$ cat src/hw/rtl/mpq_pkg.sv
`timescale 1ns / 1ps
// Shared types and codes for the sorted priority queue.
// Used by the cell, the core and the port checker; depends on nothing.
package mpq_pkg;

  localparam int unsigned DEPTH_DEFAULT = 16;
  localparam int unsigned DATA_W        = 32;

  typedef enum logic [1:0] {
    MODE_INSERT = 2'd0,
    MODE_PEEK   = 2'd1,
    MODE_POP    = 2'd2,
    MODE_LIST   = 2'd3
  } mode_t;

  typedef enum logic [1:0] {
    STAT_OK    = 2'd0,
    STAT_EMPTY = 2'd1,
    STAT_FULL  = 2'd2,
    STAT_DUP   = 2'd3
  } status_t;

  typedef enum logic [1:0] {
    CELL_HOLD   = 2'd0,
    CELL_INSERT = 2'd1,
    CELL_SHIFT  = 2'd2,
    CELL_ROTATE = 2'd3
  } cell_op_t;

  typedef struct packed {
    cell_op_t            op;
    logic [DATA_W-1:0]   key;
    logic [DATA_W-1:0]   value;
  } cell_cmd_t;

endpackage

$ cat src/hw/rtl/mpq_cell.sv
`timescale 1ns / 1ps
// One slot of the sorted chain: holds a key and a value, compares against
// the broadcast key and trades contents with its neighbors. Uses mpq_pkg.
module mpq_cell (
  input  logic                      clk,
  input  mpq_pkg::cell_cmd_t        cmd,
  input  logic                      occ,
  input  logic                      tail,
  input  logic                      left_lt,
  input  logic [mpq_pkg::DATA_W-1:0] left_key,
  input  logic [mpq_pkg::DATA_W-1:0] left_value,
  input  logic [mpq_pkg::DATA_W-1:0] right_key,
  input  logic [mpq_pkg::DATA_W-1:0] right_value,
  input  logic [mpq_pkg::DATA_W-1:0] head_key,
  input  logic [mpq_pkg::DATA_W-1:0] head_value,
  output logic [mpq_pkg::DATA_W-1:0] key,
  output logic [mpq_pkg::DATA_W-1:0] value,
  output logic                      lt,
  output logic                      eq
);
  import mpq_pkg::*;

  logic [DATA_W-1:0] key_r, key_nxt;
  logic [DATA_W-1:0] value_r, value_nxt;

  assign lt = occ && (key_r < cmd.key);
  assign eq = occ && (key_r == cmd.key);

  always_comb begin
    key_nxt   = key_r;
    value_nxt = value_r;
    case (cmd.op)
      CELL_INSERT: begin
        // smaller keys stay; the first larger or free slot takes the new entry
        if (!lt) begin
          if (left_lt) begin
            key_nxt   = cmd.key;
            value_nxt = cmd.value;
          end else begin
            key_nxt   = left_key;
            value_nxt = left_value;
          end
        end
      end
      CELL_SHIFT: begin
        key_nxt   = right_key;
        value_nxt = right_value;
      end
      CELL_ROTATE: begin
        // the last held slot wraps around to the head
        if (tail) begin
          key_nxt   = head_key;
          value_nxt = head_value;
        end else begin
          key_nxt   = right_key;
          value_nxt = right_value;
        end
      end
      default: begin
        key_nxt   = key_r;
        value_nxt = value_r;
      end
    endcase
  end

  always_ff @(posedge clk) begin
    key_r   <= key_nxt;
    value_r <= value_nxt;
  end

  assign key   = key_r;
  assign value = value_r;

endmodule

$ cat src/hw/rtl/min_priority_queue_core.sv
`timescale 1ns / 1ps
// Top level of the sorted priority queue: a chain of mpq_cell slots, the
// fill count, the list sequencer and the result register. Uses mpq_pkg.
//
//  channel | ports                                         | direction
//  --------+-----------------------------------------------+----------
//  input   | in_valid in_stall in_mode in_value in_priority_req | in
//  result  | out_valid out_stall out_entry_value out_entry_priority out_status out_last | out
//
// Insert, peek and pop may follow back to back while the result is not stalled;
// the whole chain compares and shifts in parallel for each of them.
// List, once accepted, sends each held entry out from the head in turn, rotating
// the chain through its head; input is stalled until the last entry leaves.
// A stalled result holds the result register and stalls input.
// Reset clears the fill count, the sequencer and the result valid only.
module min_priority_queue_core #(
  parameter int unsigned DEPTH = mpq_pkg::DEPTH_DEFAULT
) (
  input  logic                       clk,
  input  logic                       rst_n,
  input  logic                       in_valid,
  output logic                       in_stall,
  input  logic [1:0]                 in_mode,
  input  logic [mpq_pkg::DATA_W-1:0] in_value,
  input  logic [mpq_pkg::DATA_W-1:0] in_priority_req,
  output logic                       out_valid,
  input  logic                       out_stall,
  output logic [mpq_pkg::DATA_W-1:0] out_entry_value,
  output logic [mpq_pkg::DATA_W-1:0] out_entry_priority,
  output logic [1:0]                 out_status,
  output logic                       out_last
);
  import mpq_pkg::*;

  localparam int unsigned CNT_W = $clog2(DEPTH + 1);

  typedef enum logic [1:0] {
    ST_IDLE = 2'b01,
    ST_LIST = 2'b10
  } state_t;

  state_t             state_r, state_nxt;
  logic [CNT_W-1:0]   count_r, count_nxt;
  logic [CNT_W-1:0]   idx_r, idx_nxt;
  logic               out_valid_r, out_valid_nxt;
  logic [DATA_W-1:0]  out_value_r, out_value_nxt;
  logic [DATA_W-1:0]  out_prio_r, out_prio_nxt;
  logic [1:0]         out_status_r, out_status_nxt;
  logic               out_last_r, out_last_nxt;

  cell_cmd_t                     cmd;
  logic [DEPTH-1:0][DATA_W-1:0]  cell_key;
  logic [DEPTH-1:0][DATA_W-1:0]  cell_value;
  logic [DEPTH-1:0]              cell_lt;
  logic [DEPTH-1:0]              cell_eq;

  logic out_free, in_acc, is_empty, is_full, is_dup, list_end;

  assign out_free = !out_valid_r || !out_stall;
  assign in_stall = (state_r != ST_IDLE) || !out_free;
  assign in_acc   = in_valid && !in_stall;
  assign is_empty = (count_r == '0);
  assign is_full  = (count_r == CNT_W'(DEPTH));
  assign is_dup   = |cell_eq;
  assign list_end = (idx_r == count_r - CNT_W'(1));

  genvar gi;
  generate
    for (gi = 0; gi < DEPTH; gi++) begin : g_cell
      logic              occ, tail, lft_lt;
      logic [DATA_W-1:0] lft_key, lft_value, rgt_key, rgt_value;

      assign occ  = CNT_W'(gi) < count_r;
      assign tail = CNT_W'(gi) == (count_r - CNT_W'(1));

      if (gi == 0) begin : g_first
        assign lft_lt    = 1'b1;
        assign lft_key   = cell_key[gi];
        assign lft_value = cell_value[gi];
      end else begin : g_inner
        assign lft_lt    = cell_lt[gi-1];
        assign lft_key   = cell_key[gi-1];
        assign lft_value = cell_value[gi-1];
      end

      if (gi == DEPTH - 1) begin : g_end
        assign rgt_key   = cell_key[gi];
        assign rgt_value = cell_value[gi];
      end else begin : g_mid
        assign rgt_key   = cell_key[gi+1];
        assign rgt_value = cell_value[gi+1];
      end

      mpq_cell u_cell (
        .clk         (clk),
        .cmd         (cmd),
        .occ         (occ),
        .tail        (tail),
        .left_lt     (lft_lt),
        .left_key    (lft_key),
        .left_value  (lft_value),
        .right_key   (rgt_key),
        .right_value (rgt_value),
        .head_key    (cell_key[0]),
        .head_value  (cell_value[0]),
        .key         (cell_key[gi]),
        .value       (cell_value[gi]),
        .lt          (cell_lt[gi]),
        .eq          (cell_eq[gi])
      );
    end
  endgenerate

  always_comb begin
    state_nxt      = state_r;
    count_nxt      = count_r;
    idx_nxt        = idx_r;
    cmd.op         = CELL_HOLD;
    cmd.key        = in_priority_req;
    cmd.value      = in_value;
    out_value_nxt  = out_value_r;
    out_prio_nxt   = out_prio_r;
    out_status_nxt = out_status_r;
    out_last_nxt   = out_last_r;
    out_valid_nxt  = out_valid_r && out_stall;

    case (state_r)
      ST_IDLE: begin
        if (in_acc) begin
          out_valid_nxt  = 1'b1;
          out_value_nxt  = '0;
          out_prio_nxt   = '0;
          out_status_nxt = STAT_OK;
          out_last_nxt   = 1'b1;
          case (mode_t'(in_mode))
            MODE_INSERT: begin
              if (is_dup) begin
                out_status_nxt = STAT_DUP;
              end else if (is_full) begin
                out_status_nxt = STAT_FULL;
              end else begin
                cmd.op    = CELL_INSERT;
                count_nxt = count_r + CNT_W'(1);
              end
            end
            MODE_PEEK, MODE_POP: begin
              if (is_empty) begin
                out_status_nxt = STAT_EMPTY;
              end else begin
                out_value_nxt = cell_value[0];
                out_prio_nxt  = cell_key[0];
                if (mode_t'(in_mode) == MODE_POP) begin
                  cmd.op    = CELL_SHIFT;
                  count_nxt = count_r - CNT_W'(1);
                end
              end
            end
            MODE_LIST: begin
              if (is_empty) begin
                out_status_nxt = STAT_EMPTY;
              end else begin
                // entries go out from the list sequencer
                out_valid_nxt = 1'b0;
                idx_nxt       = '0;
                state_nxt     = ST_LIST;
              end
            end
            default: begin
              out_status_nxt = STAT_OK;
            end
          endcase
        end
      end
      ST_LIST: begin
        if (out_free) begin
          out_valid_nxt  = 1'b1;
          out_value_nxt  = cell_value[0];
          out_prio_nxt   = cell_key[0];
          out_status_nxt = STAT_OK;
          out_last_nxt   = list_end;
          cmd.op         = CELL_ROTATE;
          idx_nxt        = idx_r + CNT_W'(1);
          if (list_end) begin
            state_nxt = ST_IDLE;
          end
        end
      end
      default: begin
        state_nxt = ST_IDLE;
      end
    endcase
  end

  always_ff @(posedge clk) begin
    if (!rst_n) begin
      state_r     <= ST_IDLE;
      count_r     <= '0;
      idx_r       <= '0;
      out_valid_r <= 1'b0;
    end else begin
      state_r     <= state_nxt;
      count_r     <= count_nxt;
      idx_r       <= idx_nxt;
      out_valid_r <= out_valid_nxt;
    end
  end

  always_ff @(posedge clk) begin
    out_value_r  <= out_value_nxt;
    out_prio_r   <= out_prio_nxt;
    out_status_r <= out_status_nxt;
    out_last_r   <= out_last_nxt;
  end

  assign out_valid          = out_valid_r;
  assign out_entry_value    = out_value_r;
  assign out_entry_priority = out_prio_r;
  assign out_status         = out_status_r;
  assign out_last           = out_last_r;

endmodule

$ cat config.mk
export PLATFORM = sky130hd
export DESIGN_NAME = min_priority_queue_core
export DESIGN_NICKNAME = d
export VERILOG_FILES = /design/src/hw/rtl/mpq_pkg.sv /design/src/hw/rtl/mpq_cell.sv /design/src/hw/rtl/min_priority_queue_core.sv
export SDC_FILE = /design/constraint.sdc
export NUM_CORES = 2
export LEC_CHECK = 0
export ABC_AREA = 0
export BUFFER_PORTS_ARGS = -buffer_cell sky130_fd_sc_hd__buf_4
export CAP_MARGIN = 20
export CORE_MARGIN = 2
export CORE_UTILIZATION = 55
export CTS_BUF_LIST = sky130_fd_sc_hd__clkbuf_8
export DETAILED_ROUTE_END_ITERATION = 6
export PLACE_DENSITY = 0.82
export SLEW_MARGIN = 20
export SYNTH_ARGS = -nofsm -noshare
export SYNTH_HDL_FRONTEND = slang
export SYNTH_HIERARCHICAL = 1
export SYNTH_SLANG_ARGS = --single-unit
export TNS_END_PERCENT = 30
$ cat constraint.sdc
create_clock -name clk -period 7.6 [get_ports clk]
set_input_delay 0.76 -clock clk [delete_from_list [all_inputs] [get_ports clk]]
set_output_delay 0.76 -clock clk [all_outputs]
set_load 0.05 [all_outputs]
Word level (Yosys, flattened, before mapping)
Cells that the tools add are included.
{ "classes": {"n_addsub": 3, "n_eq_ne": 69, "muxes": 175, "order_cmp": 32, "n_reduce_logical": 70} }
{ "ops": {"columns": ["op", "n"], "rows": [
  ["$mux W32", 102],
  ["$pmux W32 S3", 30],
  ["$eq A32 B32 Y1", 16],
  ["$lt A32 B32 Y1", 16],
  ["$pmux W32 S2", 4],
  ["$ne A2 B2 Y1 const B", 26],
  ["$eq A4 B5 Y1 const A", 8],
  ["$lt A4 B5 Y1 const A", 8],
  ["$mux W5", 8],
  ["$logic_and A1 B1 Y1", 34],
  ["$reduce_and A2 Y1", 14],
  ["$mux W2", 13],
  ["$eq A3 B5 Y1 const A", 4],
  ["$lt A3 B5 Y1 const A", 4],
  ["$pmux W2 S2", 5],
  ["$pmux W5 S2", 2],
  ["$reduce_or A16 Y1", 1],
  ["$add A5 B1 Y5 const B", 2],
  ["$eq A2 B2 Y1 const B", 5],
  ["$eq A2 B5 Y1 const A", 2],
  ["$logic_not A5 Y1", 2],
  ["$lt A1 B5 Y1 const A", 2],
  ["$lt A2 B5 Y1 const A", 2],
  ["$reduce_and A5 Y1", 2],
  ["17 further kinds", 37]
]} }
{ "totals": {"word_cells": 389, "output_inout_bits": 69, "ff_bits": 1104} }

Depth between registers and ports, before layout
{ "logic_depth": {"depth_word": 11, "depth_mapped": 17, "mapped_depth_nobuf": 15} }

Hierarchy
Netlist, hierarchy kept.
{ "by_module_without_submodules": {"columns": ["module", "seq_area_each_um2", "n_inst", "cells_per_inst", "area_per_inst_um2"], "rows": [
  ["mpq_cell (g_cell[0].u_cell ...)", 1921.8, 11, 471, 4748.3],
  ["mpq_cell (g_cell[5].u_cell ...)", 1921.8, 5, 473, 4742.0],
  ["min_priority_queue_core", 2272.2, 1, 352, 3976.3]
]} }

Worst setup path after synthesis
OpenSTA, ideal clock, no wires.
{ "synth_timing": {"path_kind": "in2reg", "start": "input in_priority_req[19] (netlist name)", "end": "register g_cell[0].u_cell.key_r[0], enable pin", "setup_time_ns": 0.437, "path_slack_ns": -0.273, "t_required_ns": 7.163, "path_stages": 13, "t_arrival_ns": 7.436, "cell_sequence": "inv_1 -> ha_1 -> and4_1 -> and3_1 -> and3_1 -> nor4_1 -> nand4_1 -> a21oi_1 -> a21oi_1 -> nor3_1 -> inv_1 -> o22ai_1 -> a311o_1"} }
{ "synth_rtl": {"columns": ["element", "line_no", "source"], "rows": [
  ["from (decl)", "min_priority_queue_core.sv:25", "input logic [mpq_pkg::DATA_W-1:0] in_priority_req,"],
  ["to (signal assigned)", "mpq_cell.sv:67", "key_r <= key_nxt;"],
  ["to (decl)", "mpq_cell.sv:23", "logic [DATA_W-1:0] key_r, key_nxt;"]
]} }

==> flow_summary.toml <==
[clock_network]
clock_sinks = 1104
post_cts_buffers = 0
root_buffer = "clkbuf_8"
clk_pin_slew_ns = 0.06
tritoncts = "built"
cts_max_level = 4
cts_buffers = 196
hold_buffers = 0
clock_latency_ns = 1.02
clockBufferDepth = 3
postCtsResizedCells = 0

[finish]
area_delta_synth_final_pct = 8.09
mostFrequentLayoutCells = "a21oi_1 (1194), nor2b_1 (1119), edfxtp_1 (1091)"
layout_commonest_cell = "a21oi_1"
drive_above_1_share_pct = 7.14
nNetsFinal = 8371
num-fill-cells = 11600

[worst_setup_path]
cp-endpoint = "g_cell[3].u_cell/key[9]"
worstSetupPathDepth = 17
regToRegEndpoint = "g_cell[3].u_cell/key[9]"
slowest_delay_ns = 1.02
start_kind = "flop"
rr_worst_depth = 17
path_class = "reg2reg"
crit_family = "simple AND/OR/NAND/NOR gates"
cp_slowest_cell = "nor4_1"
crit_arrival_ns = 7.02
path_max_fanout = 64
cp.required_ns = 8.22
cp_common_cell = "nor2_1"
startpoint = "count_r[4]"
worstSetupEndpointType = "flop"
r2r-start = "count_r[4]"
crit_chain = "nor2_1 -> inv_1 -> nor2_1 -> o21ai_0 -> and3_1 -> nand4_1 -> nor2_1 -> nor4_1 -> nand4_1 -> a21oi_1 -> a21oi_1 -> nor3_4 -> buf_12 -> inv_1 -> o22ai_1 -> a311o_2 -> buf_4"
crit_buf_inv = 4
reg2reg_setup_slack_ns = 1.20

[grt]
globalRouteOverflowTotal = 0
grt_pass1_wl_mm = 389
grt_pass1_vias = 64700
grt_max_degree = 283
antenna_found_initial = 16
track_usage_pct = 34.0

[power]
power-per-cell-area_mw_per_mm2 = 183
combPwrFrac_pct = 18.4
power_switching_share_pct = 31.2
switching_power_w = 0.00494
irDropWorstVdd_mv = 0.145
p_clk_share_pct = 34.1
seq_power_share_pct = 47.5
p_int_w = 0.0109
p_leak_nw = 39.1

[timing]
period_share_pct = 84.2
max_clock_freq_mhz = 156
max_slew_margin_pct = 5.67
period_minus_slack_ns = 6.40
setup_violations = 0
rsz0062_at_grt = "no"
final_max_slew_viol_count = 0
final_hold_viol_count = 0
tightestPinTransition_ns = 1.41
setup_tns_ns = 0
hold_slack_ns = 0.0574
skew_ns = 0.0694
finalWorstSetupSlack_ns = 1.20

[detailed_routing]
drc = 1
post_drt_wl_per_cell_um = 26.2
drt_pass1_iterations = 7
ant_nets = 0
drt_wl_total_mm = 258
num_vias = 66900
vias_per_cell = 6.79
drtIter0Drc = 8640

[yosys]
yosys_warnings = 6
syn_area_mm2 = 0.0799
syn_inst = 7896
syn_avg_cell_area_um2 = 10.1

[placement]
dpl.hpwl_mm = 160
io_buffers = 138
place_worst_setup_slack_ns = 1.51
place.gp.congestion = 1.03

[floorplanning]
die_h_um = 385
initial_core_util_pct = 55.6
core_area_mm2 = 0.144
fp-row-count = 139
io_pins = 139
die_w_um = 385
dieArea_mm2 = 0.148

[hold_path]
hold_depth = 3
hp-start = "rst_n"
worst_hold_path_type = "in2reg"

[flow_run]
drv_cap = 0

[status]
status = "finished, violations left"
violations = "design-rule violations"
[final cells by class]
class | instances | area, µm² | area share, %
clock inverters | 156 | 883 | 1.02
repair buffers | 246 | 2350 | 2.72
well taps | 1903 | 2380 | 2.76
multi-input cells | 5669 | 42900 | 49.6
flip-flops and latches | 1104 | 33000 | 38.2
diodes | 16 | 40.0 | 0.0464
clock buffers | 199 | 2740 | 3.17
inverters | 558 | 2090 | 2.43
[power by group through the flow]
stage          clock network [W]  logic (W)  registers (W)
2_1_floorplan                  0    0.00178        0.00762
3_3_place_gp                   0    0.00267        0.00761
3_5_place_dp                   0    0.00280        0.00762
4_1_cts                  0.00545    0.00281        0.00750
5_1_grt                  0.00568    0.00314        0.00754
6_report                 0.00540    0.00292        0.00751
[worst min-delay path: stages]
cell and delay (ns):
buf_4 0.11, o211ai_1 0.09, o31ai_1 0.07
[metrics by stage]
| stage | cells | total power (W) | utilization (%) | area (µm²) |
|---|---|---|---|---|
| after floorplan | 7897 | 0.00940 | - | 79900 |
| after global placement | 9478 | 0.0103 | 57.5 | 82600 |
| after detailed placement | 9478 | 0.0104 | 57.5 | 82600 |
| after CTS | 9833 | 0.0158 | 60.0 | 86300 |
| after global routing | 9846 | 0.0164 | 60.0 | 86400 |
| final | 9851 | 0.0158 | 60.0 | 86400 |
[routing by layer]
metal	vias to the layer above	global-route usage, %	wire, µm	part of all wire, %
met1	32100	43.8	98400	38
met4	2	19.5	16000	6.2
met3	891	7.39	29100	11
met2	4178	52.7	115000	44
li1	29600	-	-	-
met5	-	0	20	0.0077
[registers in the layout (all words and copies together), names as in the netlist]
name	cells
count_r	5
g_cell.u_cell/key	512
g_cell.u_cell/value	512
idx_r	5
out_entry_priority	32
out_entry_value	32
out_last	1
out_status	2
out_valid	1
state_r	2
[how the worst min path moves through the flow]
stage          slack [ns]         end
2_1_floorplan        0.48  state_r[1]
3_3_place_gp         0.49  state_r[1]
3_5_place_dp         0.51  state_r[1]
4_1_cts             0.004  count_r[4]
5_1_grt              0.05  count_r[4]
6_report             0.06  count_r[4]
Note: power is estimated with default switching activity, not from simulation.
